## config.mk

```make
export PLATFORM = sky130hd
export DESIGN_NAME = angle_frame_decoder
export DESIGN_NICKNAME = d
export VERILOG_FILES = /design/src/hw/rtl/afd_pkg.sv /design/src/hw/rtl/angle_frame_decoder.sv /design/src/hw/rtl/afd_fifo.sv /design/src/hw/rtl/afd_front.sv /design/src/hw/rtl/afd_back.sv
export SDC_FILE = /design/constraint.sdc
export NUM_CORES = 1
export LEC_CHECK = 0
export BUFFER_PORTS_ARGS = -buffer_cell sky130_fd_sc_hd__buf_2
export CAP_MARGIN = 20
export CORE_ASPECT_RATIO = 1.75
export CORE_MARGIN = 5
export CORE_UTILIZATION = 31
export DETAILED_ROUTE_END_ITERATION = 6
export PLACE_DENSITY_LB_ADDON = 0.12
export REMOVE_ABC_BUFFERS = 1
export SETUP_SLACK_MARGIN = 0.05
export SYNTH_ARGS = -nofsm -noshare
export SYNTH_HDL_FRONTEND = slang
export SYNTH_SLANG_ARGS = --single-unit
```

## constraint.sdc

```tcl
create_clock -name clk -period 6.95 [get_ports clk]
set_input_delay 0.695 -clock clk [delete_from_list [all_inputs] [get_ports clk]]
set_output_delay 0.695 -clock clk [all_outputs]
set_load 0.1 [all_outputs]
```

## src/hw/rtl/afd_pkg.sv

```systemverilog
// shared constants and types of the angle frame decoder
// no dependencies; imported by every module of the block
package afd_pkg;

  localparam int NUM_ANGLES_DEF = 4;
  localparam int NUM_REPORT     = 4;
  localparam int Q_DEPTH        = 2;

  localparam int ANGLE_W    = 17;
  localparam int DIFF_W     = 18;
  localparam int CFG_IDX_W  = 2;
  localparam int CFG_DATA_W = 16;

  localparam logic [7:0]  START_BYTE_RST   = 8'd120;
  localparam logic [15:0] JUMP_LIMIT_RST   = 16'd3000;
  localparam logic [15:0] ANGLE_OFFSET_RST = 16'd3600;

  typedef enum logic [CFG_IDX_W-1:0] {
    REG_START_BYTE   = 2'd0,
    REG_JUMP_LIMIT   = 2'd1,
    REG_ANGLE_OFFSET = 2'd2
  } cfg_reg_t;

  typedef struct packed {
    logic full;
    logic empty;
  } qstat_t;

endpackage

```

## src/hw/rtl/angle_frame_decoder.sv

```systemverilog
// Angle frame decoder, top level: configuration registers, front end, queue, back end.
// depends on afd_pkg, afd_front, afd_fifo, afd_back
//
// Usage: serial bytes enter on rx_byte with rx_valid/rx_stall, one per unstalled cycle.
// Outside a frame every byte but start_byte is dropped. After the start byte, one
// switch byte and NUM_ANGLES little-endian 16-bit words follow (1 + 2*NUM_ANGLES bytes).
// The last byte of a frame yields one result on res_valid/res_stall: held switch,
// angles a..d in signed tenths of a degree (word - angle_offset, kept only when the
// change is below jump_limit) and a mask of the angles that passed.
// A frame's record passes the frame queue, stage 1 and the result register in turn.
// Throughput: one byte every cycle while rx_stall is low; a frame is at least
// 2 + 2*NUM_ANGLES bytes. A two-entry frame queue parts the byte side from the
// result side; rx_stall rises only when it is full, which takes a result held back
// by res_stall while three more frames complete.
// A stalled result keeps its fields unchanged until taken.
// Reset (rst, synchronous): no frame open, held angles and switch zero, queue empty,
// registers back to start byte 120, jump limit 3000, offset 3600.
// Configuration: cfg_wen writes cfg_data to register cfg_index (0 start byte,
// 1 jump limit, 2 angle offset); other indexes are ignored.
module angle_frame_decoder import afd_pkg::*; #(
  parameter int NUM_ANGLES = NUM_ANGLES_DEF
) (
  input  logic                      clk,
  input  logic                      rst,
  input  logic                      cfg_wen,
  input  logic [CFG_IDX_W-1:0]      cfg_index,
  input  logic [CFG_DATA_W-1:0]     cfg_data,
  input  logic                      rx_valid,
  output logic                      rx_stall,
  input  logic [7:0]                rx_byte,
  output logic                      res_valid,
  input  logic                      res_stall,
  output logic                      fine_switch,
  output logic signed [ANGLE_W-1:0] angle_a,
  output logic signed [ANGLE_W-1:0] angle_b,
  output logic signed [ANGLE_W-1:0] angle_c,
  output logic signed [ANGLE_W-1:0] angle_d,
  output logic [NUM_REPORT-1:0]     accepted_mask
);

  localparam int FRAME_W = 8 + 16 * NUM_ANGLES;

  logic [7:0]         start_byte;
  logic [15:0]        jump_limit;
  logic [15:0]        angle_offset;
  qstat_t             q_stat;
  logic               q_push;
  logic               q_pop;
  logic [FRAME_W-1:0] q_wdata;
  logic [FRAME_W-1:0] q_rdata;

  always_ff @(posedge clk) begin
    if (rst) begin
      start_byte   <= START_BYTE_RST;
      jump_limit   <= JUMP_LIMIT_RST;
      angle_offset <= ANGLE_OFFSET_RST;
    end else if (cfg_wen) begin
      unique case (cfg_reg_t'(cfg_index))
        REG_START_BYTE:   start_byte   <= cfg_data[7:0];
        REG_JUMP_LIMIT:   jump_limit   <= cfg_data[15:0];
        REG_ANGLE_OFFSET: angle_offset <= cfg_data[15:0];
        default: begin
        end
      endcase
    end
  end

  afd_front #(
    .NUM_ANGLES (NUM_ANGLES)
  ) u_front (
    .clk        (clk),
    .rst        (rst),
    .rx_valid   (rx_valid),
    .rx_stall   (rx_stall),
    .rx_byte    (rx_byte),
    .start_byte (start_byte),
    .q_stat     (q_stat),
    .q_push     (q_push),
    .q_data     (q_wdata)
  );

  afd_fifo #(
    .DATA_W (FRAME_W),
    .DEPTH  (Q_DEPTH)
  ) u_fifo (
    .clk      (clk),
    .rst      (rst),
    .push     (q_push),
    .data_in  (q_wdata),
    .pop      (q_pop),
    .data_out (q_rdata),
    .stat     (q_stat)
  );

  afd_back #(
    .NUM_ANGLES (NUM_ANGLES)
  ) u_back (
    .clk           (clk),
    .rst           (rst),
    .q_stat        (q_stat),
    .q_data        (q_rdata),
    .q_pop         (q_pop),
    .jump_limit    (jump_limit),
    .angle_offset  (angle_offset),
    .res_valid     (res_valid),
    .res_stall     (res_stall),
    .fine_switch   (fine_switch),
    .angle_a       (angle_a),
    .angle_b       (angle_b),
    .angle_c       (angle_c),
    .angle_d       (angle_d),
    .accepted_mask (accepted_mask)
  );

endmodule

```

## src/hw/rtl/afd_fifo.sv

```systemverilog
// short frame queue between the byte front end and the decode back end
// depends on afd_pkg
module afd_fifo import afd_pkg::*; #(
  parameter int DATA_W = 8,
  parameter int DEPTH  = Q_DEPTH
) (
  input  logic              clk,
  input  logic              rst,
  input  logic              push,
  input  logic [DATA_W-1:0] data_in,
  input  logic              pop,
  output logic [DATA_W-1:0] data_out,
  output qstat_t            stat
);

  localparam int PTR_W = (DEPTH > 1) ? $clog2(DEPTH) : 1;
  localparam int CNT_W = $clog2(DEPTH + 1);

  logic [DATA_W-1:0] mem [DEPTH];
  logic [PTR_W-1:0]  wr_ptr;
  logic [PTR_W-1:0]  rd_ptr;
  logic [CNT_W-1:0]  count;

  function automatic logic [PTR_W-1:0] ptr_inc(input logic [PTR_W-1:0] p);
    logic [PTR_W-1:0] r;
    if (p == PTR_W'(DEPTH - 1)) begin
      r = '0;
    end else begin
      r = p + PTR_W'(1);
    end
    return r;
  endfunction

  always_ff @(posedge clk) begin
    if (push) begin
      mem[wr_ptr] <= data_in;
    end
  end

  always_ff @(posedge clk) begin
    if (rst) begin
      wr_ptr <= '0;
      rd_ptr <= '0;
      count  <= '0;
    end else begin
      if (push) begin
        wr_ptr <= ptr_inc(wr_ptr);
      end
      if (pop) begin
        rd_ptr <= ptr_inc(rd_ptr);
      end
      if (push && !pop) begin
        count <= count + CNT_W'(1);
      end else if (pop && !push) begin
        count <= count - CNT_W'(1);
      end
    end
  end

  assign data_out   = mem[rd_ptr];
  assign stat.full  = (count == CNT_W'(DEPTH));
  assign stat.empty = (count == '0);

endmodule

```

## src/hw/rtl/afd_front.sv

```systemverilog
// front end: start byte hunt and frame byte collection
// depends on afd_pkg; pushes one record per complete frame into afd_fifo
module afd_front import afd_pkg::*; #(
  parameter int NUM_ANGLES = NUM_ANGLES_DEF
) (
  input  logic                        clk,
  input  logic                        rst,
  input  logic                        rx_valid,
  output logic                        rx_stall,
  input  logic [7:0]                  rx_byte,
  input  logic [7:0]                  start_byte,
  input  qstat_t                      q_stat,
  output logic                        q_push,
  output logic [8+16*NUM_ANGLES-1:0]  q_data
);

  localparam int STORE_BYTES = 2 * NUM_ANGLES;
  localparam int DATA_BYTES  = STORE_BYTES + 1;
  localparam int CNT_W       = $clog2(DATA_BYTES);
  localparam int IDX_W       = $clog2(STORE_BYTES);

  logic             in_frame;
  logic [CNT_W-1:0] byte_count;
  logic [7:0]       frame_bytes [STORE_BYTES];
  logic             accept;
  logic             last;

  assign rx_stall = q_stat.full;
  assign accept   = rx_valid && !q_stat.full;
  assign last     = (byte_count == CNT_W'(STORE_BYTES));
  assign q_push   = accept && in_frame && last;

  always_ff @(posedge clk) begin
    if (rst) begin
      in_frame   <= 1'b0;
      byte_count <= '0;
    end else if (accept) begin
      if (!in_frame) begin
        if (rx_byte == start_byte) begin
          in_frame   <= 1'b1;
          byte_count <= '0;
        end
      end else if (last) begin
        in_frame   <= 1'b0;
        byte_count <= '0;
      end else begin
        byte_count <= byte_count + CNT_W'(1);
      end
    end
  end

  always_ff @(posedge clk) begin
    if (accept && in_frame && !last) begin
      frame_bytes[byte_count[IDX_W-1:0]] <= rx_byte;
    end
  end

  // record: switch byte, then one 16-bit word per angle
  assign q_data[7:0] = frame_bytes[0];

  for (genvar i = 0; i < NUM_ANGLES; i++) begin : g_word
    if (i == NUM_ANGLES - 1) begin : g_tail
      assign q_data[8+16*i +: 16] = {rx_byte, frame_bytes[2*i+1]};
    end else begin : g_body
      assign q_data[8+16*i +: 16] = {frame_bytes[2*i+2], frame_bytes[2*i+1]};
    end
  end

endmodule

```

## src/hw/rtl/afd_back.sv

```systemverilog
// back end: angle conversion, jump filter, held state and result register
// depends on afd_pkg; pops frame records from afd_fifo
module afd_back import afd_pkg::*; #(
  parameter int NUM_ANGLES = NUM_ANGLES_DEF
) (
  input  logic                        clk,
  input  logic                        rst,
  input  qstat_t                      q_stat,
  input  logic [8+16*NUM_ANGLES-1:0]  q_data,
  output logic                        q_pop,
  input  logic [15:0]                 jump_limit,
  input  logic [15:0]                 angle_offset,
  output logic                        res_valid,
  input  logic                        res_stall,
  output logic                        fine_switch,
  output logic signed [ANGLE_W-1:0]   angle_a,
  output logic signed [ANGLE_W-1:0]   angle_b,
  output logic signed [ANGLE_W-1:0]   angle_c,
  output logic signed [ANGLE_W-1:0]   angle_d,
  output logic [NUM_REPORT-1:0]       accepted_mask
);

  logic                      s1_valid;
  logic [7:0]                s1_sw;
  logic signed [ANGLE_W-1:0] s1_angle  [NUM_ANGLES];
  logic signed [ANGLE_W-1:0] held      [NUM_ANGLES];
  logic signed [ANGLE_W-1:0] held_next [NUM_ANGLES];
  logic [NUM_ANGLES-1:0]     accept;
  logic                      held_switch;
  logic                      sw_next;
  logic signed [ANGLE_W-1:0] rep_angle [NUM_REPORT];
  logic [NUM_REPORT-1:0]     rep_mask;
  logic                      advance;

  assign advance = s1_valid && (!res_valid || !res_stall);
  assign q_pop   = !q_stat.empty && (!s1_valid || advance);

  // stage 1: raw word to tenths of a degree
  always_ff @(posedge clk) begin
    if (q_pop) begin
      s1_sw <= q_data[7:0];
      for (int i = 0; i < NUM_ANGLES; i++) begin
        s1_angle[i] <= $signed({1'b0, q_data[8+16*i +: 16]}) - $signed({1'b0, angle_offset});
      end
    end
  end

  always_ff @(posedge clk) begin
    if (rst) begin
      s1_valid <= 1'b0;
    end else if (q_pop) begin
      s1_valid <= 1'b1;
    end else if (advance) begin
      s1_valid <= 1'b0;
    end
  end

  // stage 2: jump filter per angle
  for (genvar i = 0; i < NUM_ANGLES; i++) begin : g_lane
    logic signed [DIFF_W-1:0] diff;
    logic [DIFF_W-1:0]        mag;

    assign diff = $signed({s1_angle[i][ANGLE_W-1], s1_angle[i]})
                - $signed({held[i][ANGLE_W-1], held[i]});
    assign mag  = diff[DIFF_W-1] ? DIFF_W'(-diff) : DIFF_W'(diff);
    assign accept[i]    = (mag < {{(DIFF_W-16){1'b0}}, jump_limit});
    assign held_next[i] = accept[i] ? s1_angle[i] : held[i];
  end

  assign sw_next = (s1_sw <= 8'd1) ? s1_sw[0] : held_switch;

  always_ff @(posedge clk) begin
    if (rst) begin
      held_switch <= 1'b0;
      for (int i = 0; i < NUM_ANGLES; i++) begin
        held[i] <= '0;
      end
    end else if (advance) begin
      held_switch <= sw_next;
      held        <= held_next;
    end
  end

  for (genvar j = 0; j < NUM_REPORT; j++) begin : g_rep
    if (j < NUM_ANGLES) begin : g_live
      assign rep_angle[j] = held_next[j];
      assign rep_mask[j]  = accept[j];
    end else begin : g_none
      assign rep_angle[j] = '0;
      assign rep_mask[j]  = 1'b0;
    end
  end

  // result register
  always_ff @(posedge clk) begin
    if (rst) begin
      res_valid <= 1'b0;
    end else if (advance) begin
      res_valid <= 1'b1;
    end else if (!res_stall) begin
      res_valid <= 1'b0;
    end
  end

  always_ff @(posedge clk) begin
    if (advance) begin
      fine_switch   <= sw_next;
      angle_a       <= rep_angle[0];
      angle_b       <= rep_angle[1];
      angle_c       <= rep_angle[2];
      angle_d       <= rep_angle[3];
      accepted_mask <= rep_mask;
    end
  end

endmodule

```

# Word level (Yosys, flattened, before mapping)
# Memories as Yosys holds them, arrays and structs flattened. A register that Yosys moved wholly into a read port is not among the register bits.
# Index checks and enable logic that the tools add are counted.
# Widths: inputs -> output; s select.
# word_totals
mem_bits_ro	0
mem_bits_rw	276
word_cells	111
latch_bits	0
input_bits	31
mem_count	3
register_bits	201
# classes
n_reduce_logical	27
div	0
mux	31
n_mul	0
n_bitwise	0
shifts	0
magnitude_cmp	5
eq_ne	6
add_sub_neg	17
# mem_list
memory	depth	width	rd	rd_clocked_by_memory_dff	wr	line_no	rtl
u_fifo.mem	2	72	1	1	1	afd_fifo.sv:19	logic [DATA_W-1:0] mem [DEPTH];
u_back.s1_angle	4	17	4	0	4	afd_back.sv:25	logic signed [ANGLE_W-1:0] s1_angle [NUM_ANGLES];
u_front.frame_bytes	8	8	8	0	1	afd_front.sv:24	logic [7:0] frame_bytes [STORE_BYTES];
# ops
op	n
$lt 18x16->1	4
$mux 18	4
$neg 18->18	4
$sub 17x17->18	4
$mux 17	4
$sub 16x16->17	4
$mux 1	18
$mux 4	3
$eq 8x8->1	1
$le 8x1->1 const B	1
$logic_and 1x1->1	8
$logic_not 1->1	8
$reduce_and 2->1	4
$reduce_bool 2->1	3
$add 4x1->4 const B	1
$eq 2x2->1 const B	2
$eq 4x4->1 const B	1
$logic_not 2->1	2
$mux 2	2
$add 1x1->1 const B	2
$add 2x1->2 const B	1
$eq 2x1->1 const B	1
$logic_or 1x1->1	2
$ne 2x1->1 const B	1
$sub 2x1->2 const B	1

# Longest topological paths before layout
# depth
ltp_word	9
ltp_mapped	26
ltp_nobuf	21

# Modules after synthesis
# A second synthesis with hierarchy kept.
# hier_totals
cells_unflattened	2493
area_unflattened_um2	27192.3
# by_module_without_submodules
mod	cells_each	instances	area_each_um2
afd_back	1958	1	17703.2
afd_fifo	246	1	5429.0
afd_front	130	1	2414.8
angle_frame_decoder	159	1	1645.3

# Worst setup path after synthesis
# OpenSTA, ideal clock, no wires.
# synth_timing
path_kind	register to register
from	register u_fifo.count[1]
to	memory u_fifo.mem[0][0] in the netlist's numbering (enable)
period_less_slack_ns	5.546
stages_incl_launch_ff	6
t_arrival_ns	5.035
required_ns	6.439
setup_slack_ns	1.404
path_cell_list	dfxtp_1 nor2b_1 nor2b_1 and2_0 nor3b_1 nor2b_1
# synth_between
elab_chain_len	7
# synth_lines
element	line_no	rtl
start, declared	afd_fifo.sv:22	logic [CNT_W-1:0] count;
start signal, assigned	afd_fifo.sv:53	count <= count + CNT_W'(1);
start signal, assigned	afd_fifo.sv:55	count <= count - CNT_W'(1);
$eq 2x2->1	afd_fifo.sv:61	assign stat.full = (count == CNT_W'(DEPTH));
net rx_stall	angle_frame_decoder.sv:29	output logic rx_stall,
$logic_not 1->1	afd_front.sv:29	assign accept = rx_valid && !q_stat.full;
$logic_and 1x1->1	afd_front.sv:29	
$logic_and 1x1->1 (2 in a row)	afd_front.sv:31	assign q_push = accept && in_frame && last;
net q_push	angle_frame_decoder.sv:47	logic q_push;
$mux 1	afd_fifo.sv:35	if (push) begin
$mux 1 (implied by the code)	afd_fifo.sv:36	mem[wr_ptr] <= data_in;
end, declared	afd_fifo.sv:19	
# The timed path passes the listed nets, and every way through them passes these cells.

==> out/summary.txt <==
Post-Route WL - 74000 um
Worst-path clk slew - 0.06 ns
I/O pin cnt - 106
Via density - 4.94
placed cells - 3687
critical path class - reg -> reg
Final WS setup - 1.30 ns
top-count cell post-synth - edfxtp_1
CTS tree - built
die area - 0.0942 sq mm
Hold/Removal Path Class - in -> reg
core area - 0.0877 sq mm
Overall Global Routing Usage - 0.155
grt ovf - 0
DRT antenna net count - 0
sequential area share after synthesis - 0.482
cell row count - 144
first-pass GRT wire length - 112000 um
top cell type by total area after synthesis - edfxtp_1
final setup fails - 0
RePlAce Congestion - 0.839
placed wire-length estimate - 56300 um
detailed-router iteration count before antenna repair - 5
pin count of the biggest net entering global routing - 111
ys async rst share - 0
relative slew slack - 0.315
max-capacitance violation count - 0
Distinct cells, synth - 97
Setup WS pre-CTS - 1.31 ns
Synth top area share - 0.393
Slew @ Worst Pin - 1.03 ns
Tcrit/Tclk final - 0.813
post-cts resize count - 0
Die Wd - 234 um
Slew Limit Fails - 0
Post-synth EDFFs - 357
Num CTS Buffers - 46
top post-synthesis cells by area - edfxtp_1 (39%), ha_1 (9.1%), dfxtp_1 (8.9%), mux2_2 (3.4%), xnor2_1 (3.2%)
final worst path period need - 5.65 ns
Setup crit end kind - register
H-tree levels - 2
CP arrival - 5.98 ns
Initial Utilization - 0.311
Post-Syn Area per Cell - 11.0 sq um
count of state elements after synthesis - 478
CTS hold repair buffers - 0
Vias - 18659
final cell count without fillers - 3774
setup bufs post-CTS - 0
static leakage - 0.0110 uW
input/output buffers - 105
DRT iter0 DRCs - 1020
type of origin of the critical path - register
Final nets - 2805
WP data required - 7.28 ns
CTS max path bufs - 3
clk_skew - 0.0190 ns
Fmax achieved - 177 MHz
DIE HEIGHT - 402 um
share of cells above drive strength 1 - 0.130
PwrDens - 191 mW/mm^2
CTS sink count - 478
WL/cell - 19.6 um
Final Util - 0.349
cell area after synthesis - 0.0273 sq mm
Post-Synthesis Cells - 2468
DRC errors left - 0
Root Driver - clkbuf_16
status - complete, no violations
Top FF cell, synth - edfxtp_1
setup TNS - 0 ns
area delta synth->final - 12.4%
RSZ-0062 raised after global routing - false
worst skew pair latency - 0.59 ns
crit-path max FO - 18
Synth top cells by count - edfxtp_1 (357), ha_1 (199), nor2_1 (170)
vias in the first global route - 19132
Hold Fails Final Rpt - 0
Yosys warning count - 0
initial antenna violation count - 3
maximum vdd drop - 0.000148 V
## placed cells by master (no fill, tap or decap), types with 13 or more instances in the layout
cell | netlist | final
o21a_1 | 28 | 28
nand2b_1 | 101 | 101
and3_1 | 18 | 18
nand2_1 | 156 | 156
nand4_1 | 15 | 15
ha_1 | 199 | 199
a21oi_1 | 115 | 115
buf_2 | 10 | 104
clkbuf_1 | 59 | 16
or2b_1 | 21 | 21
mux2i_1 | 70 | 70
edfxtp_1 | 357 | 357
dfxtp_1 | 121 | 120
inv_1 | 159 | 158
xor2_1 | 38 | 38
o31ai_1 | 22 | 22
o2111ai_1 | 16 | 16
nand3_1 | 33 | 33
and2_1 | 21 | 20
a31oi_1 | 25 | 25
nor2_1 | 170 | 170
a21o_1 | 33 | 33
a211oi_1 | 15 | 13
clkbuf_16 | 0 | 47
buf_4 | 4 | 23
mux2_2 | 82 | 82
o21ai_0 | 103 | 103
mux2_1 | 35 | 35
nor3_1 | 48 | 47
or3_1 | 16 | 16
nand4b_1 | 17 | 17
nor2b_1 | 37 | 36
a21boi_0 | 17 | 16
xnor2_1 | 101 | 101
a211o_1 | 25 | 24
## critical path: stages (launching register included)
cell and delay [ns]:
edfxtp_1 0.37, inv_1 0.05, ha_1 0.22, fa_1 0.40, nand2b_1 0.20, a21oi_1 0.31, o211a_2 0.29, nor4_1 0.06
a311oi_1 0.66, and4_1 0.36, nor2_1 0.07, xor2_1 0.16, ha_1 0.30, a21o_1 0.17, a21o_1 0.17, a21oi_1 0.17
nor2_1 0.07, a211oi_1 0.20, o21ai_0 0.26, a21oi_4 0.17, buf_4 0.32, mux2_1 0.42
## power by group
part           total, uW  switching (uW)  internal [uW]
Combinational        237             153           84.1
Sequential          3060            5.65           3050
Clock               2550            1130           1430
Total               5850            1280           4560
## routing by layer
metal / GRT usage / vias up / part of all wire
li1: - / 9228 / -
met1: 0.173 / 8981 / 0.40
met2: 0.283 / 309 / 0.51
met3: 0.0188 / 137 / 0.029
met4: 0.0826 / 4 / 0.061
met5: 0 / - / 0.00026
## metrics by stage
step                      power [uW]  instance area, sq um  hold slack [ns]
after global placement          3360                 29100            0.422
after CTS                       5960                 30600            0.336
after floorplan                 3250                 26900            0.421
after global routing            6080                 30600            0.363
after detailed placement        3360                 29100            0.429
final                           5850                 30600            0.390
## kinds of logic after synthesis
kind of cell | after synthesis | share of synthesized area
AND/OR/NAND/NOR | 715 | 0.138
AO/OA/AOI/OAI | 506 | 0.130
flip-flops | 478 | 0.482
buffers and inverters | 236 | 0.0348
adder cells (fa/ha/maj) | 207 | 0.0972
multiplexers | 187 | 0.0740
XOR/XNOR | 139 | 0.0447
## cell type report
cell class,count,area (sq um)
timing repair buffer,128,704
fill,8743,57100
clock inverter,21,238
antenna,1,2.50
tap,1168,1460
multi-input combinational,1754,13200
inverter,159,598
sequential,478,13100
clock buffer,65,1260
## flip-flops by register name (all words and copies together) (netlist names), 16 cells and up, named ones only
signal and count:
angle_offset 16, u_back.angle_a 17, u_back.angle_d 17, u_fifo.mem 144, u_back.s1_angle 68, u_back.held 68
jump_limit 16, u_back.angle_b 17, u_back.angle_c 17, u_front.frame_bytes 64
## path summary, 6_finish.rpt
check                                endpoint  cells past startpoint  slack [ns]                           startpoint
hold / removal     start_byte[3]$_SDFFE_PP1P_                      2        0.39                          cfg_data[3]
setup / recovery  u_back.angle_d[4]$_DFFE_PP_                     21        1.30      u_back.s1_angle[3][0]$_DFFE_PP_
setup reg to reg  u_back.angle_d[4]$_DFFE_PP_                     21        1.30      u_back.s1_angle[3][0]$_DFFE_PP_
hold reg to reg   u_fifo.mem[1][26]$_DFFE_PP_                      0        0.44  u_front.frame_bytes[3][2]$_DFFE_PP_
No activity file was read; power rests on OpenSTA's default activity.
